<file path="src/hdl/assert_macros.svh">
// Assertion helpers; expect clk and arst_n in scope.
`ifndef ASSERT_MACROS_SVH
`define ASSERT_MACROS_SVH

// Condition holds at every clock edge outside reset.
`define QWT_ASSERT(label, cond, msg) \
	label: assert property (@(posedge clk) disable iff (!arst_n) (cond)) else $error(msg);

// Antecedent implies consequent in the same cycle.
`define QWT_ASSERT_IMP(label, pre, post, msg) \
	label: assert property (@(posedge clk) disable iff (!arst_n) (pre) |-> (post)) \
		else $error(msg);

`endif

</file>
<file path="src/hdl/qwt_pkg.sv">
package qwt_pkg;

	localparam int BYTE_W = 8;
	localparam int SCAN_W = 4;

	typedef logic [BYTE_W-1:0] byte_t;
	typedef logic [SCAN_W-1:0] scan_t;

	typedef enum logic [2:0] {
		CLS_OTHER  = 3'd0,
		CLS_BLANK  = 3'd1,
		CLS_BSLASH = 3'd2,
		CLS_DQUOTE = 3'd3,
		CLS_END    = 3'd4,
		CLS_SQUOTE = 3'd5
	} cls_t;

	// scanner states; FINAL_A/FINAL_B are never held
	localparam scan_t ST_START  = 4'd0;
	localparam scan_t ST_DQ     = 4'd1;
	localparam scan_t ST_DQ_ESC = 4'd2;
	localparam scan_t ST_WORD   = 4'd3;
	localparam scan_t ST_ESC    = 4'd4;
	localparam scan_t ST_FINAL_A = 4'd5;
	localparam scan_t ST_SQ     = 4'd6;
	localparam scan_t ST_SQ_ESC = 4'd7;
	localparam scan_t ST_FINAL_B = 4'd8;

	localparam byte_t CH_NUL    = 8'h00;
	localparam byte_t CH_BSLASH = 8'h5c;
	localparam byte_t CH_DQUOTE = 8'h22;
	localparam byte_t CH_SQUOTE = 8'h27;
	localparam byte_t CH_SPACE  = 8'h20;
	localparam byte_t CH_TAB    = 8'h09;

	typedef struct packed {
		scan_t nxt;
		logic  emit;
	} trans_t;

	typedef struct packed {
		scan_t scan;
		logic  nonempty;
		logic  discarding;
	} ctx_t;

	typedef struct packed {
		byte_t ch;
		logic  char_valid;
		logic  word_end;
		logic  line_end;
		logic  cut_short;
	} res_t;

	function automatic trans_t mk(scan_t n, logic e);
		trans_t t;
		t.nxt  = n;
		t.emit = e;
		return t;
	endfunction

	function automatic logic is_final(scan_t s);
		return (s == ST_FINAL_A) || (s == ST_FINAL_B);
	endfunction

	// transition table, rows by state, columns by class
	function automatic trans_t lookup(scan_t st, cls_t cls);
		trans_t t;
		t = mk(ST_START, 1'b0);
		case (st)
			ST_DQ: begin
				case (cls)
					CLS_BSLASH: t = mk(ST_DQ_ESC, 1'b0);
					CLS_DQUOTE: t = mk(ST_WORD, 1'b0);
					CLS_END:    t = mk(ST_FINAL_A, 1'b0);
					default:    t = mk(ST_DQ, 1'b1);
				endcase
			end
			ST_DQ_ESC: begin
				t = (cls == CLS_END) ? mk(ST_FINAL_A, 1'b0) : mk(ST_DQ, 1'b1);
			end
			ST_WORD: begin
				case (cls)
					CLS_OTHER:  t = mk(ST_WORD, 1'b1);
					CLS_BLANK:  t = mk(ST_FINAL_A, 1'b0);
					CLS_BSLASH: t = mk(ST_ESC, 1'b0);
					CLS_DQUOTE: t = mk(ST_DQ, 1'b0);
					CLS_END:    t = mk(ST_FINAL_A, 1'b0);
					CLS_SQUOTE: t = mk(ST_SQ, 1'b0);
					default:    t = mk(ST_WORD, 1'b1);
				endcase
			end
			ST_ESC: begin
				t = (cls == CLS_END) ? mk(ST_FINAL_A, 1'b0) : mk(ST_WORD, 1'b1);
			end
			ST_SQ: begin
				case (cls)
					CLS_BSLASH: t = mk(ST_SQ_ESC, 1'b0);
					CLS_END:    t = mk(ST_FINAL_A, 1'b0);
					CLS_SQUOTE: t = mk(ST_WORD, 1'b0);
					default:    t = mk(ST_SQ, 1'b1);
				endcase
			end
			ST_SQ_ESC: begin
				t = (cls == CLS_END) ? mk(ST_FINAL_A, 1'b0) : mk(ST_SQ, 1'b1);
			end
			default: begin
				// start of word; also final rows and codes off the table
				case (cls)
					CLS_OTHER:  t = mk(ST_WORD, 1'b1);
					CLS_BLANK:  t = mk(ST_START, 1'b0);
					CLS_BSLASH: t = mk(ST_ESC, 1'b0);
					CLS_DQUOTE: t = mk(ST_DQ, 1'b0);
					CLS_END:    t = mk(ST_FINAL_B, 1'b0);
					CLS_SQUOTE: t = mk(ST_SQ, 1'b0);
					default:    t = mk(ST_START, 1'b0);
				endcase
			end
		endcase
		return t;
	endfunction

endpackage

</file>
<file path="src/hdl/quoted_word_tokenizer.sv">
// An accepted input byte is held in the input register, its result in the result register.
// Throughput: one byte per cycle while not stalled; the scanner state update is one table lookup.
// in_stall rises only while a byte waits in the input register and the result
// register is held by out_stall.
// Reset (arst_n low, asynchronous): scanner back to start of word, both stages empty.
`include "assert_macros.svh"

module quoted_word_tokenizer
	import qwt_pkg::*;
(
	input  logic  clk,
	input  logic  arst_n,
	input  logic  in_valid,
	output logic  in_stall,
	input  byte_t in_byte,
	output logic  out_valid,
	input  logic  out_stall,
	output byte_t out_char,
	output logic  char_valid,
	output logic  word_end,
	output logic  line_end,
	output logic  cut_short
);

	logic  valid_s1;
	byte_t byte_s1;
	logic  valid_s2;
	res_t  res_s2;
	ctx_t  ctx_q;

	cls_t  cls;
	res_t  res;
	ctx_t  ctx_nxt;
	logic  out_free;

	qwt_class u_class (
		.in_byte (byte_s1),
		.cls     (cls)
	);

	qwt_step u_step (
		.in_byte (byte_s1),
		.cls     (cls),
		.ctx     (ctx_q),
		.res     (res),
		.ctx_nxt (ctx_nxt)
	);

	assign out_free = !valid_s2 || !out_stall;
	assign in_stall = valid_s1 && !out_free;

	always_ff @(posedge clk or negedge arst_n) begin
		if (!arst_n) begin
			valid_s1 <= 1'b0;
			valid_s2 <= 1'b0;
			ctx_q    <= '0;
		end else begin
			if (!in_stall) begin
				valid_s1 <= in_valid;
			end
			if (out_free) begin
				valid_s2 <= valid_s1;
				if (valid_s1) begin
					ctx_q <= ctx_nxt;
				end
			end
		end
	end

	always_ff @(posedge clk) begin
		if (in_valid && !in_stall) begin
			byte_s1 <= in_byte;
		end
		if (out_free && valid_s1) begin
			res_s2 <= res;
		end
	end

	assign out_valid  = valid_s2;
	assign out_char   = res_s2.ch;
	assign char_valid = res_s2.char_valid;
	assign word_end   = res_s2.word_end;
	assign line_end   = res_s2.line_end;
	assign cut_short  = res_s2.cut_short;

	`QWT_ASSERT(a_scan_held, (ctx_q.scan != ST_FINAL_A) && (ctx_q.scan != ST_FINAL_B) && (ctx_q.scan <= ST_FINAL_B), "scanner holds a final or unknown state")
	`QWT_ASSERT_IMP(a_cut_discards, valid_s2 && res_s2.cut_short, ctx_q.discarding, "cut_short beat without discarding")
	`QWT_ASSERT_IMP(a_line_resets, valid_s2 && res_s2.line_end, ctx_q == '0, "line_end beat left scanner state")
	`QWT_ASSERT_IMP(a_char_alone, valid_s2 && res_s2.char_valid, !res_s2.word_end && !res_s2.line_end && !res_s2.cut_short, "char beat with an end flag")

endmodule

</file>
<file path="src/hdl/qwt_class.sv">
module qwt_class
	import qwt_pkg::*;
(
	input  byte_t in_byte,
	output cls_t  cls
);

	always_comb begin
		case (in_byte)
			CH_NUL:          cls = CLS_END;
			CH_BSLASH:       cls = CLS_BSLASH;
			CH_DQUOTE:       cls = CLS_DQUOTE;
			CH_SQUOTE:       cls = CLS_SQUOTE;
			CH_SPACE, CH_TAB: cls = CLS_BLANK;
			default:         cls = CLS_OTHER;
		endcase
	end

endmodule

</file>
<file path="src/hdl/qwt_step.sv">
module qwt_step
	import qwt_pkg::*;
(
	input  byte_t in_byte,
	input  cls_t  cls,
	input  ctx_t  ctx,
	output res_t  res,
	output ctx_t  ctx_nxt
);

	trans_t tr;
	logic   nonempty;

	always_comb begin
		tr       = lookup(ctx.scan, cls);
		res      = '0;
		ctx_nxt  = ctx;
		nonempty = ctx.nonempty;
		if (ctx.discarding) begin
			if (cls == CLS_END) begin
				res.line_end = 1'b1;
				ctx_nxt      = '0;
			end
		end else begin
			if (tr.emit) begin
				res.ch         = in_byte;
				res.char_valid = 1'b1;
				nonempty       = 1'b1;
			end
			if (is_final(tr.nxt)) begin
				res.word_end = nonempty;
				if (cls == CLS_END) begin
					res.line_end = 1'b1;
				end else if (!nonempty) begin
					// empty word: drop the rest of the line
					res.cut_short      = 1'b1;
					ctx_nxt.discarding = 1'b1;
				end
				ctx_nxt.scan     = ST_START;
				ctx_nxt.nonempty = 1'b0;
			end else begin
				ctx_nxt.scan     = tr.nxt;
				ctx_nxt.nonempty = nonempty;
			end
		end
	end

endmodule
</file>
<file path="config.mk">
export PLATFORM = sky130hd
export DESIGN_NAME = quoted_word_tokenizer
export DESIGN_NICKNAME = d
export VERILOG_FILES = /design/src/hdl/qwt_pkg.sv /design/src/hdl/quoted_word_tokenizer.sv /design/src/hdl/qwt_class.sv /design/src/hdl/qwt_step.sv
export VERILOG_INCLUDE_DIRS = /design/src /design/src/hdl
export SDC_FILE = /design/constraint.sdc
export NUM_CORES = 1
export LEC_CHECK = 0
export CORE_ASPECT_RATIO = 1.25
export CORE_MARGIN = 5
export CORE_UTILIZATION = 60
export DETAILED_ROUTE_END_ITERATION = 12
export DONT_BUFFER_PORTS = 1
export GPL_TIMING_DRIVEN = 0
export PLACE_DENSITY_LB_ADDON = 0.2
export SLEW_MARGIN = 20
export SYNTH_ARGS = -nofsm -noshare
export SYNTH_HDL_FRONTEND = slang
export SYNTH_HIERARCHICAL = 1
export SYNTH_SLANG_ARGS = --single-unit
</file>
<file path="constraint.sdc">
create_clock -name clk -period 3.53 [get_ports clk]
set_input_delay 0.1765 -clock clk [delete_from_list [all_inputs] [get_ports clk]]
set_output_delay 0.1765 -clock clk [all_outputs]
set_load 0.02 [all_outputs]
</file>
# --- Yosys cells after proc, flatten, opt, wreduce, memory -nomap -nowiden ---
# Index checks and enable logic that the tools add are counted.
word_totals:
  register_bits: 28
  output_inout_bits: 14
  elab_cells: 70
  input_bits: 12
classes:
  eq_ne: 19
  n_reduce_logical: 17
  n_mux: 21
  n_bitwise: 2
ops:
  columns: ["cell", "count"]
  rows:
  - ["one-hot mux 5 bit (6 select lines)", 1]
  - ["one-hot mux 5 bit (5 select lines)", 1]
  - ["equality test 8 x 6 -> 1 bit (second input constant)", 3]
  - ["one-hot mux 4 bit (3 select lines)", 2]
  - ["equality test 4 x 3 -> 1 bit (second input constant)", 4]
  - ["one-hot mux 4 bit (4 select lines)", 1]
  - ["one-hot mux 3 bit (5 select lines)", 1]
  - ["2-to-1 mux 6 bit", 2]
  - ["equality test 4 x 2 -> 1 bit (second input constant)", 2]
  - ["equality test 8 x 4 -> 1 bit (second input constant)", 1]
  - ["equality test 8 x 7 -> 1 bit (second input constant)", 1]
  - ["logical NOT 8 bit", 1]
  - ["2-to-1 mux 1 bit", 8]
  - ["2-to-1 mux 4 bit", 2]
  - ["OR reduction 2 bit", 4]
  - ["equality test 3 x 2 -> 1 bit (second input constant)", 2]
  - ["equality test 3 bit (second input constant)", 2]
  - ["2-to-1 mux 5 bit", 1]
  - ["equality test 4 x 1 -> 1 bit (second input constant)", 1]
  - ["equality test 4 bit (second input constant)", 1]
  - ["logical NOT 1 bit", 4]
  - ["equality test 3 x 1 -> 1 bit (second input constant)", 1]
  - ["logical AND 1 bit", 3]
  - ["logical NOT 3 bit", 1]
  - ["other kinds (7)", 9]

# --- Depth between registers and ports, before layout ---
# Gate-level depths: netlist (run 1).
logic_depth:
  word_depth: 13
  depth_mapped: 12
  ltp_nobuf: 10

# --- By module ---
# Netlist (run 1), hierarchy kept.
by_module_without_submodules:
  columns: ["module", "seq_area_each_um2", "cells_per_inst", "n_inst", "area_each_um2"]
  rows:
  - ["quoted_word_tokenizer", 800.8, 40, 1, 917.1]
  - ["qwt_step", 0.0, 99, 1, 624.3]
  - ["qwt_class", 0.0, 15, 1, 88.8]

# --- Worst setup path before layout (run 1) ---
# Ideal clock, no wire load.
synth_path:
  path_kind: "register to register"
  start: "register byte_s1[4]"
  end: "register ctx_q[1] (netlist bit)"
  setup_ns: 0.125
  path_buffers: 1
  arrival_ns: 2.934
  stages_incl_launch_ff: 12
  t_required_ns: 3.405
  period_less_slack_ns: 3.058
  path_slack_ns: 0.472
  path_cell_list: "edfxtp_1 -> or4_4 -> or3_1 -> a21oi_1 -> clkbuf_1 -> or3_1 -> a21oi_1 -> nor4_4 -> o21ai_2 -> nor3_1 -> nor3_1 -> mux2_2"
synth_lines:
  columns: ["element", "line", "text"]
  rows:
  - ["start: declaration", "quoted_word_tokenizer.sv:26", "byte_t byte_s1;"]
  - ["start signal: assignment", "quoted_word_tokenizer.sv:72", "byte_s1 <= in_byte;"]
  - ["end signal: assignment", "quoted_word_tokenizer.sv:64", "ctx_q <= ctx_nxt;"]
  - ["end: declaration", "quoted_word_tokenizer.sv:29", "ctx_t ctx_q;"]

==> results.json, run 1 <==
{
  "hpwlAfterDp_um": 2490,
  "stdcell_count": 203,
  "clock_path_buffers": 2,
  "drt_iter0_drc": 65,
  "ioPinCount": 26,
  "grt_antenna_before_repair": 0,
  "slew_viol_final": 0,
  "grt_start_max_net_pins": 19,
  "synth_edf_count": 20,
  "placedCellCount": 188,
  "met3_usage": 0.0358,
  "rows": 21,
  "cts_tree": "built",
  "period_share": 0.939,
  "die_h_um": 68.3,
  "drc": 0,
  "min_from": "out_stall",
  "cts_root_buf": "clkbuf_4",
  "drt-total-wl_um": 3480,
  "met1_usage": 0.272,
  "status": "finished, final reports clean",
  "synthCells": 154,
  "p_leak_nw": 0.667,
  "postPlaceCellArea_um2": 1670,
  "ys_types": 49,
  "finalSetupTns_ns": 0,
  "p_per_area_nw_per_um2": 740,
  "ys_seq_area_frac": 0.491,
  "met2_usage": 0.340,
  "crit_required_ns": 3.77,
  "cts.htree.levels": 1,
  "crit_fanout": 7,
  "overflow": 0,
  "synth-seq-cells": 28,
  "worst_slack_ns": 0.216,
  "cp-end-kind": "register",
  "vias_per_cell": 6.33,
  "crit_path_start_kind": "register",
  "synth_warnings": 6,
  "grt_pass1_vias": 1270,
  "p_total_mw": 1.37,
  "hold_class": "in -> reg",
  "rsz0062_at_grt": "no",
  "vias": 1285,
  "busiest_layer": "met2",
  "startpoint": "byte_s1[4]$_DFFE_PP_",
  "numCtsBuffers": 3,
  "worst_slew_pin_slew_ns": 0.609,
  "max_slew_margin": 0.593,
  "syn-cell-area_um2": 1630,
  "fmax_mhz": 302,
  "async_reset_ff_frac": 0.286,
  "area_growth_pct": 13.4,
  "fin_crit_ns": 3.31,
  "synth-main-ff-cell": "edfxtp_1",
  "grt_first_pass_wirelength_um": 6230,
  "nNetsFinal": 182,
  "wl_per_cell_um": 17.2,
  "portBuffers": 0,
  "drt-pass1-iter-count": 5,
  "avgSynthCellArea_um2": 10.6,
  "die_width_um": 56.6,
  "start_util": 0.614,
  "clkTransAtPathRegs_ns": 0.16,
  "clkSinkCount": 28,
  "drive_above_1_share": 0.154,
  "dieArea_um2": 3870,
  "setup_viol_count_final": 0,
  "stdcell_area_um2": 1850,
  "place.gp.congestion": 0.898,
  "crit_type": "reg -> reg",
  "drv_cap": 0,
  "fin_skew_ns": 0.0105,
  "n_antenna_cell": 0,
  "worstPathArrival_ns": 3.55,
  "grtUsageTotal": 0.207,
  "ir_worst_vdd_uv": 730,
  "syn-num-nets": 166,
  "place_ws_ns": 0.0363,
  "core-area_um2": 2650,
  "hold_viol": 0,
  "ant_nets": 0,
  "r2r_start": "byte_s1[4]$_DFFE_PP_",
  "insertion_delay_ns": 0.34
}
## critical path, cell delays in order (launching register included)
cell	delay, ns
edfxtp_1	0.46
or4_4	0.56
a21oi_1	0.29
or3b_1	0.38
buf_2	0.18
o311a_4	0.33
nor4_4	0.33
o21ai_2	0.14
nor3_1	0.20
nor3_1	0.07
mux2_2	0.26
## report_power, final
part / total (mW) / switching (mW) / internal (mW) / leakage, nW
sequential: 0.545 / 0.0936 / 0.452 / 0.290
combinational: 0.609 / 0.334 / 0.276 / 0.349
clock: 0.213 / 0.0985 / 0.115 / 0.0279
total: 1.37 / 0.526 / 0.843 / 0.667
## layout make-up
cell class	count	area, um2
tap	34	42.5
clock inverter	1	30.0
buffer	9	45.0
timing repair buffer	11	110
multi-input combinational	113	782
clock buffer	3	22.5
sequential	28	801
inverter	4	15.0
fill	190	806
## logic make-up after synthesis
| kind of cell | Yosys count | share of synthesized area |
|---|---|---|
| and+or+nand+nor | 70 | 0.258 |
| AOI/OAI and AO/OA | 34 | 0.157 |
| xor gates and xnor gates | 2 | 0.0107 |
| buffers and inverters | 13 | 0.0353 |
| muxes | 7 | 0.0476 |
| DFF | 28 | 0.491 |
## flip-flops by register name (all words and copies together) (netlist names)
name / count
byte_s1: 8
out_char: 8
ctx_q: 6
char_valid: 1
cut_short: 1
line_end: 1
out_valid: 1
valid_s1: 1
word_end: 1
## worst paths after layout
path / to / slack [ns] / cells past startpoint
hold reg to reg: out_valid$_DFFE_PN0P_ / 0.52 / 1
setup / recovery: ctx_q[1]$_DFFE_PN0P_ / 0.22 / 10
hold / removal: valid_s1$_DFFE_PN0N_ / 0.05 / 2
max in group asynchronous: ctx_q[4]$_DFFE_PN0P_ / 3.08 / 1
setup reg to reg: ctx_q[1]$_DFFE_PN0P_ / 0.22 / 10
min in group asynchronous: ctx_q[0]$_DFFE_PN0P_ / 0.17 / 1
## cells in the mapped netlist (3+ instances only)
cell	count	area [um2]
clkbuf_1	7	26.3
nor2b_1	8	50.1
edfxtp_1	20	601
inv_1	4	15.0
a21oi_1	8	40.0
o21ai_0	6	30.0
mux2_2	6	67.6
and2_1	10	62.6
nand3_1	4	20.0
nand2b_1	5	31.3
nand4_1	3	18.8
nor3_1	4	20.0
dfrtp_1	8	200
nand2_1	11	41.3
nor2_1	11	41.3
## what timing repair did
action                                 CTS  global route
pin swaps                                0             0
setup endpoints to repair                2            14
endpoints found under the hold margin   18             0
hold buffers                            11             0
gates resized for setup                  1             6
setup buffers                            0             0
## metrics by stage
step / hold WS (ns) / util
finish: 0.0505 / 0.696
global route: 0.0711 / 0.696
CTS: 0.0216 / 0.692
detailed placement: -0.119 / 0.630
global placement: -0.119 / 0.630
floorplan: -0.119 / -
## layer usage
layer | up-vias | share of wire | routed length [um]
li1 | 599 | - | -
met5 | - | 0 | 0
met2 | 52 | 0.50 | 1730
met1 | 625 | 0.42 | 1470
met3 | 9 | 0.064 | 222
met4 | 0 | 0.019 | 66
## cells in the final DEF (no fill, tap or decap), types with 5 or more instances in the layout
master / instances
o21ai_0: 6
mux2_2: 6
nand2_1: 11
and2_1: 10
edfxtp_1: 20
nor2_1: 11
dfrtp_1: 8
clkbuf_1: 5
nor2b_1: 7
a21oi_1: 6
dlygate4sd3_1: 11
nand2b_1: 5
Power figures use the tool's default switching activity.
==> run 2: changes to the inputs <==
clock period = 4.15 ns   (was 3.53 ns; I/O delays follow)
==> run 2 against run 1 <==
Count of clock-buffer cells in the layout stayed put. Combinational power is 16% lower. Via count is 0.23% lower. Die area stayed put. Core utilization is 0.47 points lower. First-iteration DRC count is 12% higher. Global-route usage stayed put. Clock skew is 0.0024 ns lower. Routed wire length is 0.23% higher. Sequential share of layout area is 0.30 points higher. Sequential cell count stayed put.
==> results.json, run 2 (synthesized netlist as in run 1, its figures left out) <==
{
  "cts.htree.levels": 1,
  "n_antenna_cell": 0,
  "ant_nets": 0,
  "die_width_um": 56.6,
  "grt_first_pass_wirelength_um": 6230,
  "grt_pass1_vias": 1270,
  "fin_skew_ns": 0.00806,
  "p_per_area_nw_per_um2": 629,
  "setup_viol_count_final": 0,
  "clock_path_buffers": 2,
  "cts_resized": 0,
  "crit_fanout": 10,
  "max_slew_margin": 0.594,
  "mostFrequentLayoutCell": "edfxtp_1",
  "hpwlAfterDp_um": 2490,
  "stdcell_count": 203,
  "hold_class": "in -> reg",
  "drive_above_1_share": 0.124,
  "mostFrequentLayoutCells": "edfxtp_1 (20), dlygate4sd3_1 (11), nand2_1 (11), nor2_1 (11), and2_1 (10)",
  "hold_viol": 0,
  "ioPinCount": 26,
  "nFillCells": 194,
  "cts_root_buf": "clkbuf_4",
  "rows": 21,
  "drt_iter0_drc": 73,
  "drt-pass1-iter-count": 5,
  "worst_slew_pin_slew_ns": 0.607,
  "grtUsageTotal": 0.207,
  "area_growth_pct": 12.6,
  "worstPathArrival_ns": 3.79,
  "period_share": 0.861,
  "p_leak_nw": 0.659,
  "start_util": 0.614,
  "crit_type": "reg -> reg",
  "status": "finished, final reports clean",
  "crit_path_start_kind": "register",
  "vias": 1282,
  "finalSetupTns_ns": 0,
  "clkSinkCount": 28,
  "place.gp.congestion": 0.898,
  "drc": 0,
  "post-cts-setup-buffers": 0,
  "fin_crit_ns": 3.57,
  "grt_antenna_before_repair": 0,
  "numCtsBuffers": 3,
  "cp-end-kind": "register",
  "dieArea_um2": 3870,
  "crit_required_ns": 4.36,
  "multi_input_area_um2": 772,
  "die_h_um": 68.3,
  "slew_viol_final": 0,
  "placedCellCount": 188,
  "nNetsFinal": 182,
  "ir_worst_vdd_uv": 614,
  "overflow": 0,
  "rsz0062_at_grt": "no",
  "regArea_um2": 801,
  "drt-total-wl_um": 3490,
  "wl_per_cell_um": 17.2,
  "drv_cap": 0,
  "core-area_um2": 2650,
  "insertion_delay_ns": 0.34,
  "fmax_mhz": 280,
  "portBuffers": 0,
  "clkTransAtPathRegs_ns": 0.16,
  "cts_tree": "built",
  "grt_start_max_net_pins": 19,
  "vias_per_cell": 6.32
}
## run 2: changes by cell type in the layout (fill, tap and decap cells not counted)
cell | previous run | this run
a21oi_2 | 2 | 0
clkbuf_2 | 1 | 0
nor2b_1 | 7 | 8
clkbuf_1 | 5 | 7
a21oi_1 | 6 | 8
nor2b_2 | 1 | 0
buf_2 | 2 | 1
## run 2: what timing repair did
action	4_1_cts	5_1_grt
hold buffers	11	0
hold endpoints to repair	18	0
setup endpoints to repair	0	0
## run 2: report_power, final
part	switching [mW]	internal, mW
clock	0.0826	0.0978
sequential	0.0800	0.384
combinational	0.281	0.229
## run 2: critical path: stages, from the launching register on
cell and delay [ns]:
edfxtp_1 0.46, or4_4 0.56, or3_1 0.35, a21oi_1 0.28
clkbuf_1 0.38, nand2b_1 0.21, a21oi_1 0.05, a311o_1 0.31
a21oi_1 0.23, nor2b_1 0.17, clkbuf_1 0.25, and2_1 0.19
## run 2: layout make-up
type | count | share of cell area
multi-input cells | 113 | 0.421
well taps | 34 | 0.0232
clock buffers | 3 | 0.0123
inverters | 4 | 0.00818
flip-flops and latches | 28 | 0.436
plain buffers | 9 | 0.0232
clock inverters | 1 | 0.0164
repair buffers | 11 | 0.0600
## run 2: stage by stage
| step | area [um2] | total power [mW] | utilization | setup WS (ns) | hold WS [ns] |
|---|---|---|---|---|---|
| 6_report | 1840 | 1.15 | 0.692 | 0.579 | 0.0849 |
| 2_1_floorplan | 1630 | 0.860 | - | 1.09 | -0.0881 |
| 3_5_place_dp | 1670 | 0.963 | 0.630 | 0.656 | -0.0878 |
| 5_1_grt | 1840 | 1.23 | 0.692 | 0.312 | 0.102 |
| 3_3_place_gp | 1670 | 0.949 | 0.630 | 0.685 | -0.0879 |
| 4_1_cts | 1840 | 1.15 | 0.692 | 0.612 | 0.0526 |
## run 2: path summary, 6_finish.rpt
path | slack, ns | from | to | depth (start not counted)
hold / removal | 0.08 | out_stall | valid_s1$_DFFE_PN0N_ | 2
max in group asynchronous | 3.67 | arst_n | ctx_q[4]$_DFFE_PN0P_ | 1
min in group asynchronous | 0.20 | arst_n | ctx_q[0]$_DFFE_PN0P_ | 1
hold reg to reg | 0.51 | valid_s1$_DFFE_PN0N_ | out_valid$_DFFE_PN0P_ | 1
setup / recovery | 0.58 | byte_s1[4]$_DFFE_PP_ | out_char[7]$_DFFE_PP_ | 11
setup reg to reg | 0.58 | byte_s1[4]$_DFFE_PP_ | out_char[7]$_DFFE_PP_ | 11
## run 2: routing by layer
layer,global-route usage,vias to the layer above,wire [um]
li1,-,593,-
met1,0.272,621,1410
met2,0.340,61,1770
met3,0.0358,7,257
met4,0.0831,0,58
met5,0,-,0
==> run 3: changes to the inputs <==
CORE_UTILIZATION = 40   (was 60)
==> run 3 against run 2 <==
Fmax is 0.93% higher. Sequential cell count stayed put. Sequential power hardly changed.
==> results.json, run 3 (synthesized netlist as in run 1, its figures left out) <==
{
  "status": "finished, final reports clean",
  "nNetsFinal": 172,
  "busiest_layer": "met2",
  "wl_per_cell_um": 15.9,
  "p_leak_nw": 0.625,
  "rsz0062_at_grt": "no",
  "mostFrequentLayoutCells": "edfxtp_1 (20), nand2_1 (11), nor2_1 (11)",
  "period_share": 0.853,
  "hold_viol": 0,
  "core-area_um2": 4030,
  "drt-total-wl_um": 3420,
  "met2_usage": 0.239,
  "ant_nets": 0,
  "portBuffers": 0,
  "drt-pass1-iter-count": 4,
  "die_h_um": 81.4,
  "drive_above_1_share": 0.132,
  "clock_path_buffers": 2,
  "die_width_um": 67.1,
  "drc": 0,
  "crit_path_start_kind": "register",
  "crit_required_ns": 4.31,
  "grt_antenna_before_repair": 0,
  "post-cts-setup-buffers": 0,
  "place.gp.congestion": 0.920,
  "hold_class": "in -> reg",
  "fin_crit_ns": 3.54,
  "cts_tree": "built",
  "p_per_area_nw_per_um2": 658,
  "drt_iter0_drc": 48,
  "hpwlAfterDp_um": 2550,
  "n_antenna_cell": 0,
  "start_util": 0.404,
  "overflow": 0,
  "worstPathArrival_ns": 3.70,
  "cts.htree.levels": 1,
  "clkTransAtPathRegs_ns": 0.09,
  "max_slew_margin": 0.590,
  "worst_slew_pin_slew_ns": 0.613,
  "fin_skew_ns": 0.00235,
  "ioPinCount": 26,
  "slew_viol_final": 0,
  "area_growth_pct": 9.29,
  "numCtsBuffers": 3,
  "ir_worst_vdd_uv": 370,
  "drv_cap": 0,
  "grt_start_max_net_pins": 19,
  "dieArea_um2": 5460,
  "cts_root_buf": "clkbuf_8",
  "p_total_mw": 1.17,
  "crit_fanout": 10,
  "vias": 1183,
  "grtUsageTotal": 0.139,
  "clkSinkCount": 28,
  "crit_type": "reg -> reg",
  "mostFrequentLayoutCell": "edfxtp_1",
  "grt_first_pass_wirelength_um": 5790,
  "finalSetupTns_ns": 0,
  "setup_viol_count_final": 0,
  "insertion_delay_ns": 0.27,
  "met3_usage": 0.0304,
  "vias_per_cell": 5.50,
  "cp-end-kind": "register",
  "met1_usage": 0.172,
  "rows": 26,
  "grt_pass1_vias": 1169,
  "fmax_mhz": 283
}
-- run 3: worst paths after layout --
check / start / endpoint / slack (ns) / cells after the start
max in group asynchronous: arst_n / out_valid$_DFFE_PN0P_ / 3.63 / 1
worst max register to register: byte_s1[4]$_DFFE_PP_ / ctx_q[1]$_DFFE_PN0P_ / 0.61 / 11
min in group asynchronous: arst_n / ctx_q[2]$_DFFE_PN0P_ / 0.27 / 1
worst max-delay path: byte_s1[4]$_DFFE_PP_ / ctx_q[1]$_DFFE_PN0P_ / 0.61 / 11
worst min-delay path: in_byte[5] / byte_s1[5]$_DFFE_PP_ / 0.03 / 0
worst min register to register: valid_s1$_DFFE_PN0N_ / out_valid$_DFFE_PN0P_ / 0.50 / 1
-- run 3: worst max-delay path, cell delays in order (launching register included) --
cell and delay, ns:
edfxtp_1 0.44, or4_4 0.56, or3_1 0.37, a21oi_1 0.31, clkbuf_1 0.39, or3_1 0.21
a21oi_1 0.12, nor4_4 0.36, o21ai_2 0.13, nor3_1 0.20, nor3_1 0.07, mux2_2 0.26
-- run 3: metal layers --
metal | vias up | part of all wire
met5 | - | 0
met4 | 0 | 0.012
met3 | 4 | 0.049
met2 | 41 | 0.51
met1 | 561 | 0.43
li1 | 577 | -
-- run 3: report_power, final --
part,switching [mW],internal [mW]
combinational,0.271,0.223
clock,0.0827,0.129
sequential,0.0812,0.385
total,0.435,0.737
-- run 3: area by class of cell --
| class | count | area [um2] |
|---|---|---|
| Multi-Input combinational cell | 113 | 772 |
| Sequential cell | 28 | 801 |
| Tap cell | 56 | 70.1 |
| Clock buffer | 3 | 41.3 |
| Fill cell | 408 | 2250 |
| Clock inverter | 1 | 30.0 |
| Buffer | 9 | 42.5 |
| Timing Repair Buffer | 1 | 10.0 |
| Inverter | 4 | 15.0 |
-- run 3: repair_timing --
item                      in CTS  in global routing
gates resized for setup        0                  0
hold buffers                   1                  0
hold endpoints to repair       8                  0
-- run 3: per-stage QoR --
stage	hold slack (ns)	worst slack (ns)	cell area, um2	util	std cells
4_1_cts	0.0150	0.584	1780	0.442	215
3_5_place_dp	-0.0877	0.638	1700	0.422	210
6_report	0.0255	0.612	1780	0.442	215
2_1_floorplan	-0.0881	1.09	1630	-	154
5_1_grt	0.00139	0.331	1780	0.442	215
3_3_place_gp	-0.0878	0.638	1700	0.422	210
